==> src/rtl/ros_pkg.sv <==
// shared types, constants and codes of the operand stack unit
package ros_pkg;

   localparam int STACK_DEPTH = 64;
   localparam int ADDR_W      = $clog2(STACK_DEPTH);
   localparam int PTR_W       = $clog2(STACK_DEPTH + 1);
   localparam int TAG_W       = 4;
   localparam int VALUE_W     = 64;
   localparam int ENTRY_W     = TAG_W + VALUE_W;
   localparam int ACTION_W    = 5;
   localparam int DEPTH_W     = 7;

   localparam logic [TAG_W-1:0] TAG_INT = '0;

   typedef enum logic [ACTION_W-1:0] {
      A_PUSH   = 5'd0,
      A_DUP    = 5'd1,
      A_DROP   = 5'd2,
      A_SWAP   = 5'd3,
      A_OVER   = 5'd4,
      A_ROT    = 5'd5,
      A_UNROT  = 5'd6,
      A_DEPTH  = 5'd7,
      A_CLEAR  = 5'd8,
      A_DUP2   = 5'd9,
      A_DROP2  = 5'd10,
      A_DUPN   = 5'd11,
      A_DROPN  = 5'd12,
      A_PICK   = 5'd13,
      A_ROLL   = 5'd14,
      A_ROLLD  = 5'd15,
      A_UNPICK = 5'd16
   } action_type;

   typedef enum logic [1:0] {
      ST_OK   = 2'd0,
      ST_FEW  = 2'd1,
      ST_TYPE = 2'd2,
      ST_FULL = 2'd3
   } status_type;

   typedef enum logic [3:0] {
      S_IDLE,
      S_CNT,
      S_REP,
      S_EVAL,
      S_PK_RD,
      S_PK_WR,
      S_RT_LD,
      S_MV_RD,
      S_MV_WR,
      S_RT_PUT,
      S_FIN,
      S_TOP
   } state_type;

   typedef struct packed {
      logic [ACTION_W-1:0]       action;
      logic [TAG_W-1:0]          push_tag;
      logic signed [VALUE_W-1:0] push_value;
   } req_type;

   typedef struct packed {
      status_type                status;
      logic [DEPTH_W-1:0]        stack_depth;
      logic [TAG_W-1:0]          top_tag;
      logic signed [VALUE_W-1:0] top_value;
   } rsp_type;

   typedef struct packed {
      logic              rd_en;
      logic [ADDR_W-1:0] rd_addr;
      logic              wr_en;
      logic [ADDR_W-1:0] wr_addr;
   } mem_req_type;

endpackage

==> src/rtl/rpl_operand_stack_unit.sv <==
// top level of the operand stack unit: sequencer, stack ram and result register
//
//   port group   dir   contents
//   req_*        in    one stack command item (action, push_tag, push_value)
//   rsp_*        out   status, stack_depth, top_tag, top_value
//
// push, drop, drop2, clear and depth finish without a ram loop; the copy and rotate
// actions move words one at a time through the single read and write port of the ram.
// the next item can be taken in the same cycle as the result shows up.
// reset empties the stack at once; ram contents are left as they are.
// a result waits in its own register, so the next item is taken while it stalls;
// a second result waits in the sequencer until the register frees.
module rpl_operand_stack_unit (
   input  logic             clock,
   input  logic             reset,
   input  logic             req_valid,
   output logic             req_ready,
   input  ros_pkg::req_type req_data,
   output logic             rsp_valid,
   input  logic             rsp_ready,
   output ros_pkg::rsp_type rsp_data
);

   ros_pkg::mem_req_type          mem_req;
   logic [ros_pkg::ENTRY_W-1:0]   mem_wdata, mem_rdata;
   logic                          done, slot_free;
   ros_pkg::rsp_type              res;
   logic                          rsp_valid_ff, rsp_valid_in;
   ros_pkg::rsp_type              rsp_ff, rsp_in;

   ros_ctrl u_ctrl (
      .clock     (clock),
      .reset     (reset),
      .req_valid (req_valid),
      .req_ready (req_ready),
      .req       (req_data),
      .done      (done),
      .res       (res),
      .slot_free (slot_free),
      .mem_req   (mem_req),
      .mem_wdata (mem_wdata),
      .mem_rdata (mem_rdata)
   );

   ros_ram #(
      .WIDTH (ros_pkg::ENTRY_W),
      .DEPTH (ros_pkg::STACK_DEPTH)
   ) u_ram (
      .clock   (clock),
      .rd_en   (mem_req.rd_en),
      .rd_addr (mem_req.rd_addr),
      .rd_data (mem_rdata),
      .wr_en   (mem_req.wr_en),
      .wr_addr (mem_req.wr_addr),
      .wr_data (mem_wdata)
   );

   // result register
   assign slot_free    = !rsp_valid_ff || rsp_ready;
   assign rsp_valid_in = done || (rsp_valid_ff && !rsp_ready);
   assign rsp_in       = done ? res : rsp_ff;

   always_ff @(posedge clock) begin
      if (reset) begin
         rsp_valid_ff <= 1'b0;
      end else begin
         rsp_valid_ff <= rsp_valid_in;
      end
   end

   always_ff @(posedge clock) begin
      rsp_ff <= rsp_in;
   end

   assign rsp_valid = rsp_valid_ff;
   assign rsp_data  = rsp_ff;

   // a result is only handed over when the register can take it
   a_done_free: assert property (@(posedge clock) disable iff (reset)
      done |-> slot_free)
      else $error("result produced while result register is busy");

   // one item at a time through the sequencer
   a_one_item: assert property (@(posedge clock) disable iff (reset)
      (req_valid && req_ready) |=> !req_ready)
      else $error("item accepted while previous item still in work");

   // the sequencer never reads and writes the ram in the same cycle
   a_no_rw: assert property (@(posedge clock) disable iff (reset)
      !(mem_req.rd_en && mem_req.wr_en))
      else $error("ram read and write issued together");

endmodule

==> src/rtl/ros_ram.sv <==
// generic single-port-write, single-port-read ram with registered read
module ros_ram #(
   parameter int WIDTH = 8,
   parameter int DEPTH = 16
) (
   input  logic                     clock,
   input  logic                     rd_en,
   input  logic [$clog2(DEPTH)-1:0] rd_addr,
   output logic [WIDTH-1:0]         rd_data,
   input  logic                     wr_en,
   input  logic [$clog2(DEPTH)-1:0] wr_addr,
   input  logic [WIDTH-1:0]         wr_data
);

   logic [WIDTH-1:0] mem_ff [DEPTH];

   // write port
   always_ff @(posedge clock) begin
      if (wr_en) begin
         mem_ff[wr_addr] <= wr_data;
      end
   end

   // registered read, holds when idle
   always_ff @(posedge clock) begin
      if (rd_en) begin
         rd_data <= mem_ff[rd_addr];
      end
   end

endmodule

==> src/rtl/ros_ctrl.sv <==
// command sequencer: checks, count pop, copy and rotate loops over the stack ram
module ros_ctrl (
   input  logic                         clock,
   input  logic                         reset,
   input  logic                         req_valid,
   output logic                         req_ready,
   input  ros_pkg::req_type             req,
   output logic                         done,
   output ros_pkg::rsp_type             res,
   input  logic                         slot_free,
   output ros_pkg::mem_req_type         mem_req,
   output logic [ros_pkg::ENTRY_W-1:0]  mem_wdata,
   input  logic [ros_pkg::ENTRY_W-1:0]  mem_rdata
);

   ros_pkg::state_type              state_ff, state_in;
   ros_pkg::status_type             st_ff, st_in;
   logic [ros_pkg::ACTION_W-1:0]    act_ff, act_in;
   logic [ros_pkg::PTR_W-1:0]       sp_ff, sp_in;
   logic [ros_pkg::PTR_W-1:0]       k_ff, k_in;
   logic [ros_pkg::PTR_W-1:0]       cnt_ff, cnt_in;
   logic [ros_pkg::ADDR_W-1:0]      cur_ff, cur_in;
   logic [ros_pkg::ENTRY_W-1:0]     t_ff, t_in;
   logic                            big_ff, big_in;
   logic                            up_ff, up_in;

   logic [ros_pkg::PTR_W-1:0]       sp_m1, sp_m2, sp_m3, sp_p1, sp_mk;
   logic [ros_pkg::PTR_W:0]         sum2, sumk;
   logic                            full, room2, roomk, cnt_ok, zero_ok;
   logic [ros_pkg::TAG_W-1:0]       rd_tag;

   // address and limit helpers
   assign sp_m1  = sp_ff - ros_pkg::PTR_W'(1);
   assign sp_m2  = sp_ff - ros_pkg::PTR_W'(2);
   assign sp_m3  = sp_ff - ros_pkg::PTR_W'(3);
   assign sp_p1  = sp_ff + ros_pkg::PTR_W'(1);
   assign sp_mk  = sp_ff - k_ff;
   assign sum2   = {1'b0, sp_ff} + (ros_pkg::PTR_W+1)'(2);
   assign sumk   = {1'b0, sp_ff} + {1'b0, k_ff};
   assign full   = sp_ff >= ros_pkg::PTR_W'(ros_pkg::STACK_DEPTH);
   assign room2  = sum2 <= (ros_pkg::PTR_W+1)'(ros_pkg::STACK_DEPTH);
   assign roomk  = sumk <= (ros_pkg::PTR_W+1)'(ros_pkg::STACK_DEPTH);
   assign zero_ok = (act_ff == ros_pkg::A_DUPN) || (act_ff == ros_pkg::A_DROPN);
   assign cnt_ok = !big_ff && (k_ff <= sp_ff) && ((k_ff != '0) || zero_ok);
   assign rd_tag = mem_rdata[ros_pkg::ENTRY_W-1 -: ros_pkg::TAG_W];

   assign req_ready = (state_ff == ros_pkg::S_IDLE);

   // next state and command status
   always_comb begin
      state_in = state_ff;
      st_in    = st_ff;
      unique case (state_ff)
         ros_pkg::S_IDLE: begin
            if (req_valid) begin
               st_in    = ros_pkg::ST_OK;
               state_in = ros_pkg::S_FIN;
               case (req.action) inside
                  ros_pkg::A_PUSH, ros_pkg::A_DEPTH: begin
                     if (full) st_in = ros_pkg::ST_FULL;
                  end
                  ros_pkg::A_DUP: begin
                     if (sp_ff == '0) st_in = ros_pkg::ST_FEW;
                     else if (full) st_in = ros_pkg::ST_FULL;
                     else state_in = ros_pkg::S_PK_RD;
                  end
                  ros_pkg::A_OVER: begin
                     if (sp_ff < ros_pkg::PTR_W'(2)) st_in = ros_pkg::ST_FEW;
                     else if (full) st_in = ros_pkg::ST_FULL;
                     else state_in = ros_pkg::S_PK_RD;
                  end
                  ros_pkg::A_DUP2: begin
                     if (sp_ff < ros_pkg::PTR_W'(2)) st_in = ros_pkg::ST_FEW;
                     else if (!room2) st_in = ros_pkg::ST_FULL;
                     else state_in = ros_pkg::S_PK_RD;
                  end
                  ros_pkg::A_DROP: begin
                     if (sp_ff == '0) st_in = ros_pkg::ST_FEW;
                  end
                  ros_pkg::A_DROP2: begin
                     if (sp_ff < ros_pkg::PTR_W'(2)) st_in = ros_pkg::ST_FEW;
                  end
                  ros_pkg::A_SWAP: begin
                     if (sp_ff < ros_pkg::PTR_W'(2)) st_in = ros_pkg::ST_FEW;
                     else state_in = ros_pkg::S_RT_LD;
                  end
                  ros_pkg::A_ROT, ros_pkg::A_UNROT: begin
                     if (sp_ff < ros_pkg::PTR_W'(3)) st_in = ros_pkg::ST_FEW;
                     else state_in = ros_pkg::S_RT_LD;
                  end
                  ros_pkg::A_DUPN, ros_pkg::A_DROPN, ros_pkg::A_PICK,
                  ros_pkg::A_ROLL, ros_pkg::A_ROLLD: begin
                     if (sp_ff == '0) st_in = ros_pkg::ST_FEW;
                     else state_in = ros_pkg::S_CNT;
                  end
                  ros_pkg::A_UNPICK: begin
                     if (sp_ff < ros_pkg::PTR_W'(2)) st_in = ros_pkg::ST_FEW;
                     else state_in = ros_pkg::S_CNT;
                  end
                  default: ;
               endcase
            end
         end
         ros_pkg::S_CNT: begin
            if (rd_tag != ros_pkg::TAG_INT) begin
               st_in    = ros_pkg::ST_TYPE;
               state_in = ros_pkg::S_FIN;
            end else if (act_ff == ros_pkg::A_UNPICK) begin
               state_in = ros_pkg::S_REP;
            end else begin
               state_in = ros_pkg::S_EVAL;
            end
         end
         ros_pkg::S_REP: state_in = ros_pkg::S_EVAL;
         ros_pkg::S_EVAL: begin
            state_in = ros_pkg::S_FIN;
            if (!cnt_ok) begin
               st_in = ros_pkg::ST_FEW;
            end else begin
               case (act_ff)
                  ros_pkg::A_DUPN: begin
                     if (!roomk) st_in = ros_pkg::ST_FULL;
                     else if (k_ff != '0) state_in = ros_pkg::S_PK_RD;
                  end
                  ros_pkg::A_PICK: state_in = ros_pkg::S_PK_RD;
                  ros_pkg::A_ROLL, ros_pkg::A_ROLLD: state_in = ros_pkg::S_RT_LD;
                  default: ;
               endcase
            end
         end
         ros_pkg::S_PK_RD: state_in = ros_pkg::S_PK_WR;
         ros_pkg::S_PK_WR: begin
            state_in = (cnt_ff == ros_pkg::PTR_W'(1)) ? ros_pkg::S_FIN : ros_pkg::S_PK_RD;
         end
         ros_pkg::S_RT_LD: begin
            state_in = (cnt_ff == '0) ? ros_pkg::S_RT_PUT : ros_pkg::S_MV_RD;
         end
         ros_pkg::S_MV_RD: state_in = ros_pkg::S_MV_WR;
         ros_pkg::S_MV_WR: begin
            state_in = (cnt_ff == ros_pkg::PTR_W'(1)) ? ros_pkg::S_RT_PUT
                                                        : ros_pkg::S_MV_RD;
         end
         ros_pkg::S_RT_PUT: state_in = ros_pkg::S_FIN;
         ros_pkg::S_FIN: state_in = ros_pkg::S_TOP;
         ros_pkg::S_TOP: begin
            if (slot_free) state_in = ros_pkg::S_IDLE;
         end
         default: state_in = ros_pkg::S_IDLE;
      endcase
   end

   // datapath, ram requests and result
   always_comb begin
      act_in    = act_ff;
      sp_in     = sp_ff;
      k_in      = k_ff;
      cnt_in    = cnt_ff;
      cur_in    = cur_ff;
      t_in      = t_ff;
      big_in    = big_ff;
      up_in     = up_ff;
      mem_req   = '0;
      mem_wdata = mem_rdata;
      done      = 1'b0;
      unique case (state_ff)
         ros_pkg::S_IDLE: begin
            act_in = req.action;
            case (req.action) inside
               ros_pkg::A_PUSH: begin
                  mem_wdata = {req.push_tag, req.push_value};
                  if (st_in == ros_pkg::ST_OK) begin
                     mem_req.wr_en   = req_valid;
                     mem_req.wr_addr = sp_ff[ros_pkg::ADDR_W-1:0];
                     if (req_valid) sp_in = sp_p1;
                  end
               end
               ros_pkg::A_DEPTH: begin
                  mem_wdata = {ros_pkg::TAG_INT, ros_pkg::VALUE_W'(sp_ff)};
                  if (st_in == ros_pkg::ST_OK) begin
                     mem_req.wr_en   = req_valid;
                     mem_req.wr_addr = sp_ff[ros_pkg::ADDR_W-1:0];
                     if (req_valid) sp_in = sp_p1;
                  end
               end
               ros_pkg::A_DROP: begin
                  if (req_valid && st_in == ros_pkg::ST_OK) sp_in = sp_m1;
               end
               ros_pkg::A_DROP2: begin
                  if (req_valid && st_in == ros_pkg::ST_OK) sp_in = sp_m2;
               end
               ros_pkg::A_CLEAR: begin
                  if (req_valid) sp_in = '0;
               end
               ros_pkg::A_DUP: begin
                  k_in   = ros_pkg::PTR_W'(1);
                  cnt_in = ros_pkg::PTR_W'(1);
               end
               ros_pkg::A_OVER: begin
                  k_in   = ros_pkg::PTR_W'(2);
                  cnt_in = ros_pkg::PTR_W'(1);
               end
               ros_pkg::A_DUP2: begin
                  k_in   = ros_pkg::PTR_W'(2);
                  cnt_in = ros_pkg::PTR_W'(2);
               end
               ros_pkg::A_SWAP: begin
                  up_in           = 1'b1;
                  cur_in          = sp_m2[ros_pkg::ADDR_W-1:0];
                  cnt_in          = ros_pkg::PTR_W'(1);
                  mem_req.rd_en   = (state_in == ros_pkg::S_RT_LD);
                  mem_req.rd_addr = sp_m2[ros_pkg::ADDR_W-1:0];
               end
               ros_pkg::A_ROT: begin
                  up_in           = 1'b1;
                  cur_in          = sp_m3[ros_pkg::ADDR_W-1:0];
                  cnt_in          = ros_pkg::PTR_W'(2);
                  mem_req.rd_en   = (state_in == ros_pkg::S_RT_LD);
                  mem_req.rd_addr = sp_m3[ros_pkg::ADDR_W-1:0];
               end
               ros_pkg::A_UNROT: begin
                  up_in           = 1'b0;
                  cur_in          = sp_m1[ros_pkg::ADDR_W-1:0];
                  cnt_in          = ros_pkg::PTR_W'(2);
                  mem_req.rd_en   = (state_in == ros_pkg::S_RT_LD);
                  mem_req.rd_addr = sp_m1[ros_pkg::ADDR_W-1:0];
               end
               ros_pkg::A_DUPN, ros_pkg::A_DROPN, ros_pkg::A_PICK,
               ros_pkg::A_ROLL, ros_pkg::A_ROLLD, ros_pkg::A_UNPICK: begin
                  mem_req.rd_en   = (state_in == ros_pkg::S_CNT);
                  mem_req.rd_addr = sp_m1[ros_pkg::ADDR_W-1:0];
               end
               default: ;
            endcase
         end
         // count word: pop it, keep its low bits and an out-of-range flag
         ros_pkg::S_CNT: begin
            sp_in  = sp_m1;
            k_in   = mem_rdata[ros_pkg::PTR_W-1:0];
            big_in = |mem_rdata[ros_pkg::VALUE_W-1:ros_pkg::PTR_W];
            mem_req.rd_en   = (state_in == ros_pkg::S_REP);
            mem_req.rd_addr = sp_m2[ros_pkg::ADDR_W-1:0];
         end
         // replacement word of unpick
         ros_pkg::S_REP: begin
            t_in  = mem_rdata;
            sp_in = sp_m1;
         end
         ros_pkg::S_EVAL: begin
            mem_wdata = t_ff;
            case (act_ff)
               ros_pkg::A_DUPN: cnt_in = k_ff;
               ros_pkg::A_PICK: cnt_in = ros_pkg::PTR_W'(1);
               ros_pkg::A_DROPN: begin
                  if (cnt_ok) sp_in = sp_mk;
               end
               ros_pkg::A_ROLL: begin
                  up_in           = 1'b1;
                  cur_in          = sp_mk[ros_pkg::ADDR_W-1:0];
                  cnt_in          = k_ff - ros_pkg::PTR_W'(1);
                  mem_req.rd_en   = cnt_ok;
                  mem_req.rd_addr = sp_mk[ros_pkg::ADDR_W-1:0];
               end
               ros_pkg::A_ROLLD: begin
                  up_in           = 1'b0;
                  cur_in          = sp_m1[ros_pkg::ADDR_W-1:0];
                  cnt_in          = k_ff - ros_pkg::PTR_W'(1);
                  mem_req.rd_en   = cnt_ok;
                  mem_req.rd_addr = sp_m1[ros_pkg::ADDR_W-1:0];
               end
               ros_pkg::A_UNPICK: begin
                  mem_req.wr_en   = cnt_ok;
                  mem_req.wr_addr = sp_mk[ros_pkg::ADDR_W-1:0];
               end
               default: ;
            endcase
         end
         // copy level k onto the top, cnt times
         ros_pkg::S_PK_RD: begin
            mem_req.rd_en   = 1'b1;
            mem_req.rd_addr = sp_mk[ros_pkg::ADDR_W-1:0];
         end
         ros_pkg::S_PK_WR: begin
            mem_req.wr_en   = 1'b1;
            mem_req.wr_addr = sp_ff[ros_pkg::ADDR_W-1:0];
            sp_in           = sp_p1;
            cnt_in          = cnt_ff - ros_pkg::PTR_W'(1);
         end
         // rotate: hold the end word, shift the rest one level
         ros_pkg::S_RT_LD: t_in = mem_rdata;
         ros_pkg::S_MV_RD: begin
            mem_req.rd_en   = 1'b1;
            mem_req.rd_addr = up_ff ? cur_ff + ros_pkg::ADDR_W'(1)
                                    : cur_ff - ros_pkg::ADDR_W'(1);
         end
         ros_pkg::S_MV_WR: begin
            mem_req.wr_en   = 1'b1;
            mem_req.wr_addr = cur_ff;
            cur_in          = up_ff ? cur_ff + ros_pkg::ADDR_W'(1)
                                    : cur_ff - ros_pkg::ADDR_W'(1);
            cnt_in          = cnt_ff - ros_pkg::PTR_W'(1);
         end
         ros_pkg::S_RT_PUT: begin
            mem_wdata       = t_ff;
            mem_req.wr_en   = 1'b1;
            mem_req.wr_addr = cur_ff;
         end
         // fetch level one for the result
         ros_pkg::S_FIN: begin
            mem_req.rd_en   = (sp_ff != '0);
            mem_req.rd_addr = sp_m1[ros_pkg::ADDR_W-1:0];
         end
         ros_pkg::S_TOP: done = slot_free;
         default: ;
      endcase
   end

   // result fields
   always_comb begin
      res.status      = st_ff;
      res.stack_depth = ros_pkg::DEPTH_W'(sp_ff);
      if (sp_ff != '0) begin
         res.top_tag   = rd_tag;
         res.top_value = mem_rdata[ros_pkg::VALUE_W-1:0];
      end else begin
         res.top_tag   = '0;
         res.top_value = '0;
      end
   end

   // control registers
   always_ff @(posedge clock) begin
      if (reset) begin
         state_ff <= ros_pkg::S_IDLE;
         sp_ff    <= '0;
         st_ff    <= ros_pkg::ST_OK;
      end else begin
         state_ff <= state_in;
         sp_ff    <= sp_in;
         st_ff    <= st_in;
      end
   end

   // working registers
   always_ff @(posedge clock) begin
      act_ff <= act_in;
      k_ff   <= k_in;
      cnt_ff <= cnt_in;
      cur_ff <= cur_in;
      t_ff   <= t_in;
      big_ff <= big_in;
      up_ff  <= up_in;
   end

endmodule

==> config.mk <==
export PLATFORM = sky130hd
export DESIGN_NAME = rpl_operand_stack_unit
export DESIGN_NICKNAME = d
export VERILOG_FILES = /design/src/rtl/ros_pkg.sv /design/src/rtl/rpl_operand_stack_unit.sv /design/src/rtl/ros_ram.sv /design/src/rtl/ros_ctrl.sv
export SDC_FILE = /design/constraint.sdc
export NUM_CORES = 2
export LEC_CHECK = 0
export BUFFER_PORTS_ARGS = -buffer_cell sky130_fd_sc_hd__buf_2
export CAP_MARGIN = 40
export CORE_AREA = 3 3 643 645
export CTS_BUF_LIST = sky130_fd_sc_hd__clkbuf_4 sky130_fd_sc_hd__clkbuf_8
export DETAILED_ROUTE_END_ITERATION = 10
export DIE_AREA = 0 0 646 648
export PLACE_DENSITY = 0.6
export SYNTH_ARGS = -nofsm -noshare
export SYNTH_HDL_FRONTEND = slang
export SYNTH_MEMORY_MAX_BITS = 65536
export SYNTH_SLANG_ARGS = --single-unit
==> constraint.sdc <==
create_clock -name clock -period 9.77 [get_ports clock]
set_input_delay 1.4655 -clock clock [delete_from_list [all_inputs] [get_ports clock]]
set_output_delay 1.4655 -clock clock [all_outputs]
set_load 0.005 [all_outputs]
# [After elaboration in Yosys (flattened, before gate mapping)]
# Memories as Yosys holds them, arrays and structs flattened. A register that Yosys moved wholly into a read port is not among the register bits.
# Index checks and enable logic that the tools add are counted.
[classes] add_sub_neg=11 n_mul=0 div_mod_pow=0 magnitude_cmp=6 n_eq_ne=56 n_shift=0 muxes=142 bitwise_logic=0 reduce_logical=40
[ops] op="7-bit two-way mux" count=47
[ops] op="68-bit two-way mux" count=2
[ops] op="68-bit one-hot mux with 2 select lines" count=1
[ops] op="4-bit two-way mux" count=28
[ops] op="6-bit two-way mux" count=12
[ops] op="5-bit by 4-bit == test with 1-bit output (second input constant)" count=13
[ops] op="57-bit OR reduction" count=1
[ops] op="7-bit one-hot mux with 4 select lines" count=2
[ops] op="4-bit one-hot mux with 12 select lines" count=1
[ops] op="7-bit one-hot mux with 3 select lines" count=2
[ops] op="7-bit one-hot mux with 6 select lines" count=1
[ops] op="2-bit two-way mux" count=20
[ops] op="7-bit one-hot mux with 2 select lines" count=2
[ops] op="11-bit AND reduction" count=2
[ops] op="7-bit by 1-bit subtractor with 7-bit output (second input constant)" count=3
[ops] op="4-bit by 3-bit == test with 1-bit output (second input constant)" count=5
[ops] op="5-bit by 3-bit == test with 1-bit output (second input constant)" count=4
[ops] op="1-bit two-way mux" count=18
[ops] op="6-bit one-hot mux with 3 select lines" count=1
[ops] op="4-bit == test (second input constant)" count=4
[ops] op="8-bit by 7-bit less-or-equal comparator with 1-bit output (second input constant)" count=2
[ops] op="2-bit != test (second input constant)" count=8
[ops] op="2-bit OR reduction" count=8
[ops] op="7-bit logical NOT" count=2
[ops] op="44 further kinds" count=66
[totals] reg_bits=186 latchBits=0 mem_bits_rw=4352 rom_bits=0 wordCells=271 mem_count=1
[mem_list] memory="u_ram.mem_ff" words=64 width=68 read_ports=1 rd_ports_with_merged_regs=1 write_ports=1 line="ros_ram.sv:15" text="logic [WIDTH-1:0] mem_ff [DEPTH];"

# [Logic depth before layout (Yosys ltp)]
[depth] word_depth=28 ltp_mapped=18

# [Hierarchy]
# From an unflattened synthesis, not the netlist that was laid out.
[unflattened] hier_cells=8335 area_unflattened_um2=178422.4
[by_module_without_submodules] module="ros_ram" instances=1 cells_per_inst=7201 area_each_um2=167047.7
[by_module_without_submodules] module="ros_ctrl" instances=1 cells_per_inst=1053 area_each_um2=9016.1
[by_module_without_submodules] module="rpl_operand_stack_unit" instances=1 cells_per_inst=81 area_each_um2=2358.5

# [Worst setup path after synthesis]
# Ideal clock, no wire load.
[synth_path] path_kind="input port to flip-flop" start="input req_data[68] (netlist bit)" end="memory u_ram.mem_ff[17][0] (netlist bit) (enable)" setup_time_ns=0.495 t_arrival_ns=6.726 path_slack_ns=2.549 stages=13 path_buffers=3 cell_sequence="buf_2 or3_1 a21o_1 clkbuf_1 nor2_1 a21oi_1 a21bo_2 and3_1 clkbuf_1 a21oi_1 o21ai_0 nand4b_1 nor2_1"
[synth_between] elab_chain_cells=20
[synth_lines] element="start: declaration" line="rpl_operand_stack_unit.sv:18" text="input ros_pkg::req_type req_data,"
[synth_lines] element="5-bit by 4-bit == test with 1-bit output (no line) or 5-bit == test (tied branches)"
[synth_lines] element="5-bit OR reduction or 2-bit two-way mux (tied branches)" line="ros_ctrl.sv:58" text="case (req.action) inside"
[synth_lines] element="2-bit two-way mux (9 in series)" line="ros_ctrl.sv:58"
[synth_lines] element="2-bit two-way mux" line="ros_ctrl.sv:55" text="if (req_valid) begin"
[synth_lines] element="2-bit one-hot mux with 3 select lines" line="ros_ctrl.sv:53" text="unique case (state_ff)"
[synth_lines] element="2-bit logical NOT" line="ros_ctrl.sv:171, ros_ctrl.sv:179"
[synth_lines] element="7-bit two-way mux" line="ros_ctrl.sv:171, ros_ctrl.sv:179"
[synth_lines] element="7-bit two-way mux" line="ros_ctrl.sv:168" text="case (req.action) inside"
[synth_lines] element="7-bit two-way mux (*)" line="ros_ctrl.sv:168"
[synth_lines] element="7-bit one-hot mux with 4 select lines (*)" line="ros_ctrl.sv:165" text="unique case (state_ff)"
[synth_lines] element="1-bit two-way mux" line="ros_ram.sv:19" text="if (wr_en) begin"
[synth_lines] element="1-bit two-way mux (implied by the code)" line="ros_ram.sv:20" text="mem_ff[wr_addr] <= wr_data;"
[synth_lines] element="end: declaration" line="ros_ram.sv:15"
# Mark *: on every way between the ends. The rest lies on a longest branch, timed or not.

# [Worst setup path in the final report]
[layout_path] start="register u_ctrl.sp_ff[0] (netlist bit)" end="register u_ram.rd_data[19] (read register of u_ram.mem_ff), data pin"
[layout_between] elab_chain_cells=28
[layout_lines] element="start: declaration" line="ros_ctrl.sv:19" text="logic [ros_pkg::PTR_W-1:0] sp_ff, sp_in;"
[layout_lines] element="start signal: assignment" line="ros_ctrl.sv:338" text="sp_ff <= sp_in;"
[layout_lines] element="parallel branches: the longest is 27 deep, another holds 7-bit by 2-bit adder with 8-bit output"
[layout_lines] element="7-bit one-hot mux with 6 select lines (*)" line="ros_ctrl.sv:165"
[layout_lines] element="end: declaration" line="ros_ram.sv:9" text="output logic [WIDTH-1:0] rd_data,"
# Mark *: on every way between the ends.
# A chain may end at the register's enable or synchronous reset.

==> impl_metrics.py <==
metrics = {
    "outcome": {
        "status": "complete, no violations",
    },
    "hold_path": {
        "whs_path_depth": 0,
        "holdPathEnd": "u_ctrl.t_ff[47]",
        "min_path_type": "reg2reg",
        "min_from": "u_ram.rd_data[47]",
    },
    "grt": {
        "antenna_found_initial": 25,
        "grt_use_total_pct": 27.2,
        "grt_max_degree": 140,
        "grt_pass1_vias": 106000,
        "grt_pass1_wl_um": 809000,
        "grt-ovfl-total": 0,
    },
    "sta": {
        "fin_setup_tns_ps": 0,
        "finalCriticalPeriod_ps": 6360,
        "max-slew-margin-rel_pct": 19.5,
        "skew_ps": 74.2,
        "slew_violations": 0,
        "finalCritPeriodShare_pct": 65.1,
        "rsz0062_at_grt": "no",
        "report.final.hold_viol_count": 0,
        "setup_viol": 0,
        "tightest_slew_ps": 1210,
        "fmax_ghz": 0.157,
    },
    "setup_path": {
        "crit_buf_inv": 6,
        "end_kind": "flip-flop",
        "r2r_end": "u_ram.rd_data[19]",
        "ff2ff_setup_slack_ps": 3410,
        "critPathKind": "reg2reg",
        "max_stage_delay_ps": 660,
        "slowest_stage": "o21ai_0",
        "arrival_ps": 7400,
        "reg2reg_depth": 16,
        "r2r-start": "u_ctrl.sp_ff[0]",
        "cp_data_required_time_ps": 10810,
        "cp-start-kind": "flip-flop",
        "path_delay_family": "buffers and inverters",
        "cp_max_fo": 92,
        "path_cells": "buf_4 -> inv_1 -> ha_1 -> inv_1 -> fa_1 -> and3_1 -> o21ai_0 -> o2111ai_4 -> buf_12 -> buf_12 -> buf_4 -> mux2i_1 -> mux4_2 -> a32oi_1 -> nand4_1 -> nor2_1",
    },
    "yosys": {
        "ys_warn_count": 0,
        "synthArstFlopShare_pct": 0,
        "synth_edf_count": 4592,
        "avgSynthCellArea_um2": 15.9,
        "ys_seq_elements": 4606,
        "seq_area_frac_synth_pct": 75.3,
        "synth_top_area_cell": "edfxtp_1",
        "synth_top_area_share_pct": 75.2,
        "syn_area_mm2": 0.183,
        "synth_cells": 11500,
        "syn_nets": 11600,
        "ys.flop_type": "edfxtp_1",
        "ys_top_cells_by_area": "edfxtp_1 75%, mux4_2 5.6%, nand2_1 4.1%",
        "synth.distinct_cells": 96,
    },
    "clocking": {
        "cts_tree": "built",
        "cts_max_path_buffers": 4,
        "postCtsSetupBuffers": 0,
        "root_buffer": "clkbuf_8",
        "numCtsBuffers": 715,
        "cts.clk_slew.worst_paths_ps": 60,
        "cts-resized-gates": 0,
        "cts.sinks": 4606,
        "holdBufCountCts": 0,
        "clk_latency_ps": 1220,
        "htreeDepth": 6,
    },
    "power": {
        "peakVddDrop_mv": 0.429,
        "finalPower_mw": 72.6,
        "leakagePower_nw": 67.9,
        "p_per_area_mw_per_mm2": 351,
    },
    "floorplan": {
        "die-area_mm2": 0.419,
        "die_w_um": 646,
        "rows": 235,
        "die_h_um": 648,
        "io_pins": 156,
        "start_util_pct": 44.9,
        "core_area_mm2": 0.409,
    },
    "place": {
        "dp_hpwl_um": 325000,
        "portBuffers": 155,
        "gp_congestion": 0.875,
    },
    "drt": {
        "dr_total_vias": 110000,
        "drt-initial-drc-count": 15500,
        "wl_per_cell_um": 32.0,
        "wirelength_um": 580000,
        "ant_nets": 0,
        "drc_errors": 0,
        "vias_per_cell": 6.06,
        "firstDrtPassIters": 9,
    },
    "cells_and_area": {
        "nFillCells": 33800,
        "syn_to_final_growth_pct": 12.7,
        "final-seq-area_mm2": 0.138,
        "nNetsFinal": 12200,
        "drive_gt1_share_pct": 17.5,
        "multi_input_area_mm2": 0.0423,
    },
    "flow_run": {
        "maxCapViolCount": 0,
    },
}
layer usage:
layer  track usage (%)  up-vias  part of all wire, %
met5                 0        -               0.0098
met4              13.1        8                  5.3
met3              5.10     1077                  9.8
met2              42.2     6354                   46
met1              37.2    56800                   39
li1                  -    45500                    -
power breakdown:
group | internal, mW | switching (mW)
registers | 26.5 | 0.785
clock network | 7.98 | 7.58
logic | 8.78 | 20.9
total | 43.3 | 29.3
worst register-to-register path, delay by kind of cell (launching register included):
family,cells,cell delay [ps]
buffers and inverters,6,1860
AOI/OAI and AO/OA,3,1600
adders and majority gates,2,860
and+or+nand+nor,3,840
muxes,2,750
DFF,1,310
layout make-up:
| cell class | instances | share of cell area (%) |
|---|---|---|
| inverter | 100 | 0.182 |
| clock inverter | 335 | 0.976 |
| tap | 5451 | 3.30 |
| antenna | 11 | 0.0133 |
| multi-input combinational | 6102 | 20.4 |
| clock buffer | 936 | 5.58 |
| timing repair buffer | 567 | 2.67 |
| sequential | 4606 | 66.8 |
metrics by stage:
stage	worst slack [ps]	utilization, %	instance area (µm²)	cells	hold slack, ps
floorplan	2550	-	183000	11500	441
global placement	1790	47.0	192000	16800	522
detailed placement	2970	47.2	193000	16800	522
CTS	3600	50.6	207000	18100	504
global route	3150	50.6	207000	18100	561
finish	3410	50.6	207000	18100	540
logic make-up after synthesis:
| family | count (synthesis) | share of synthesized area [%] |
|---|---|---|
| AOI/OAI and AO/OA | 1056 | 3.72 |
| DFF | 4606 | 75.3 |
| adders and majority gates | 30 | 0.217 |
| buffers and inverters | 798 | 1.99 |
| muxes | 1187 | 9.57 |
| and+or+nand+nor | 3791 | 8.96 |
| xor gates and xnor gates | 38 | 0.181 |
worst max path at each step:
stage	to	cells after the start	from
global placement	u_ram.rd_data[19]	13	req_data[68]
floorplan	u_ram.mem_ff[17][0]	13	req_data[68]
detailed placement	u_ram.mem_ff[60][41]	12	req_data[69]
finish	u_ram.rd_data[19]	16	u_ctrl.sp_ff[0]
global route	u_ram.mem_ff[60][34]	14	u_ctrl.sp_ff[0]
CTS	u_ram.mem_ff[60][34]	14	u_ctrl.sp_ff[0]
cell usage after synthesis (37+ instances only):
| library cell | n |
|---|---|
| nor2_1 | 435 |
| inv_1 | 96 |
| a222oi_1 | 62 |
| nor2b_1 | 79 |
| o211ai_1 | 63 |
| nand2_1 | 2018 |
| a31oi_1 | 49 |
| and3_1 | 48 |
| a32oi_1 | 61 |
| mux2i_1 | 732 |
| mux4_2 | 453 |
| buf_2 | 269 |
| nand3_1 | 1005 |
| a311oi_1 | 37 |
| buf_4 | 78 |
| a21oi_1 | 344 |
| clkbuf_1 | 277 |
| buf_1 | 70 |
| edfxtp_1 | 4592 |
| o21ai_0 | 233 |
| nand4_1 | 61 |
registers in the layout, indices dropped and copies added (netlist names):
register	flops
u_ctrl.state_ff	4
u_ctrl.t_ff	68
u_ram.rd_data	68
u_ram.mem_ff	4352
u_ctrl.st_ff	2
rsp_data	77
u_ctrl.big_ff	1
u_ctrl.cur_ff	6
rsp_valid	1
u_ctrl.k_ff	7
u_ctrl.act_ff	5
u_ctrl.sp_ff	7
u_ctrl.up_ff	1
u_ctrl.cnt_ff	7
placed cells by master, fill, tap and decap left out, types with 15 or more instances in the layout:
cell type   Yosys  final
buf_12          0    110
edfxtp_1     4592   4592
a222oi_1       62     62
mux4_2        453    453
clkbuf_4        0    216
clkinv_2        0     68
a211oi_1       17     17
nor4_1         21     20
clkinv_1        2    204
nor3_1         32     30
xnor2_1        24     24
nand3_1      1005   1005
ha_1           27     27
inv_1          96     94
and3_1         48     47
a31oi_1        49     49
buf_4          78    276
a21oi_1       344    343
nand2_1      2018   2015
mux2i_1       732    732
nor2b_1        79     79
o22ai_1        26     26
o211ai_1       63     63
clkbuf_8        0    720
a32oi_1        61     61
a21o_1         17     15
o21ai_1        16     16
o21ai_0       233    233
a311oi_1       37     37
nor2_1        435    365
clkinvlp_4      0     15
nand4_1        61     61
buf_2         269    162
nor2_4          1     70
Note: power is estimated with default switching activity, not from simulation.
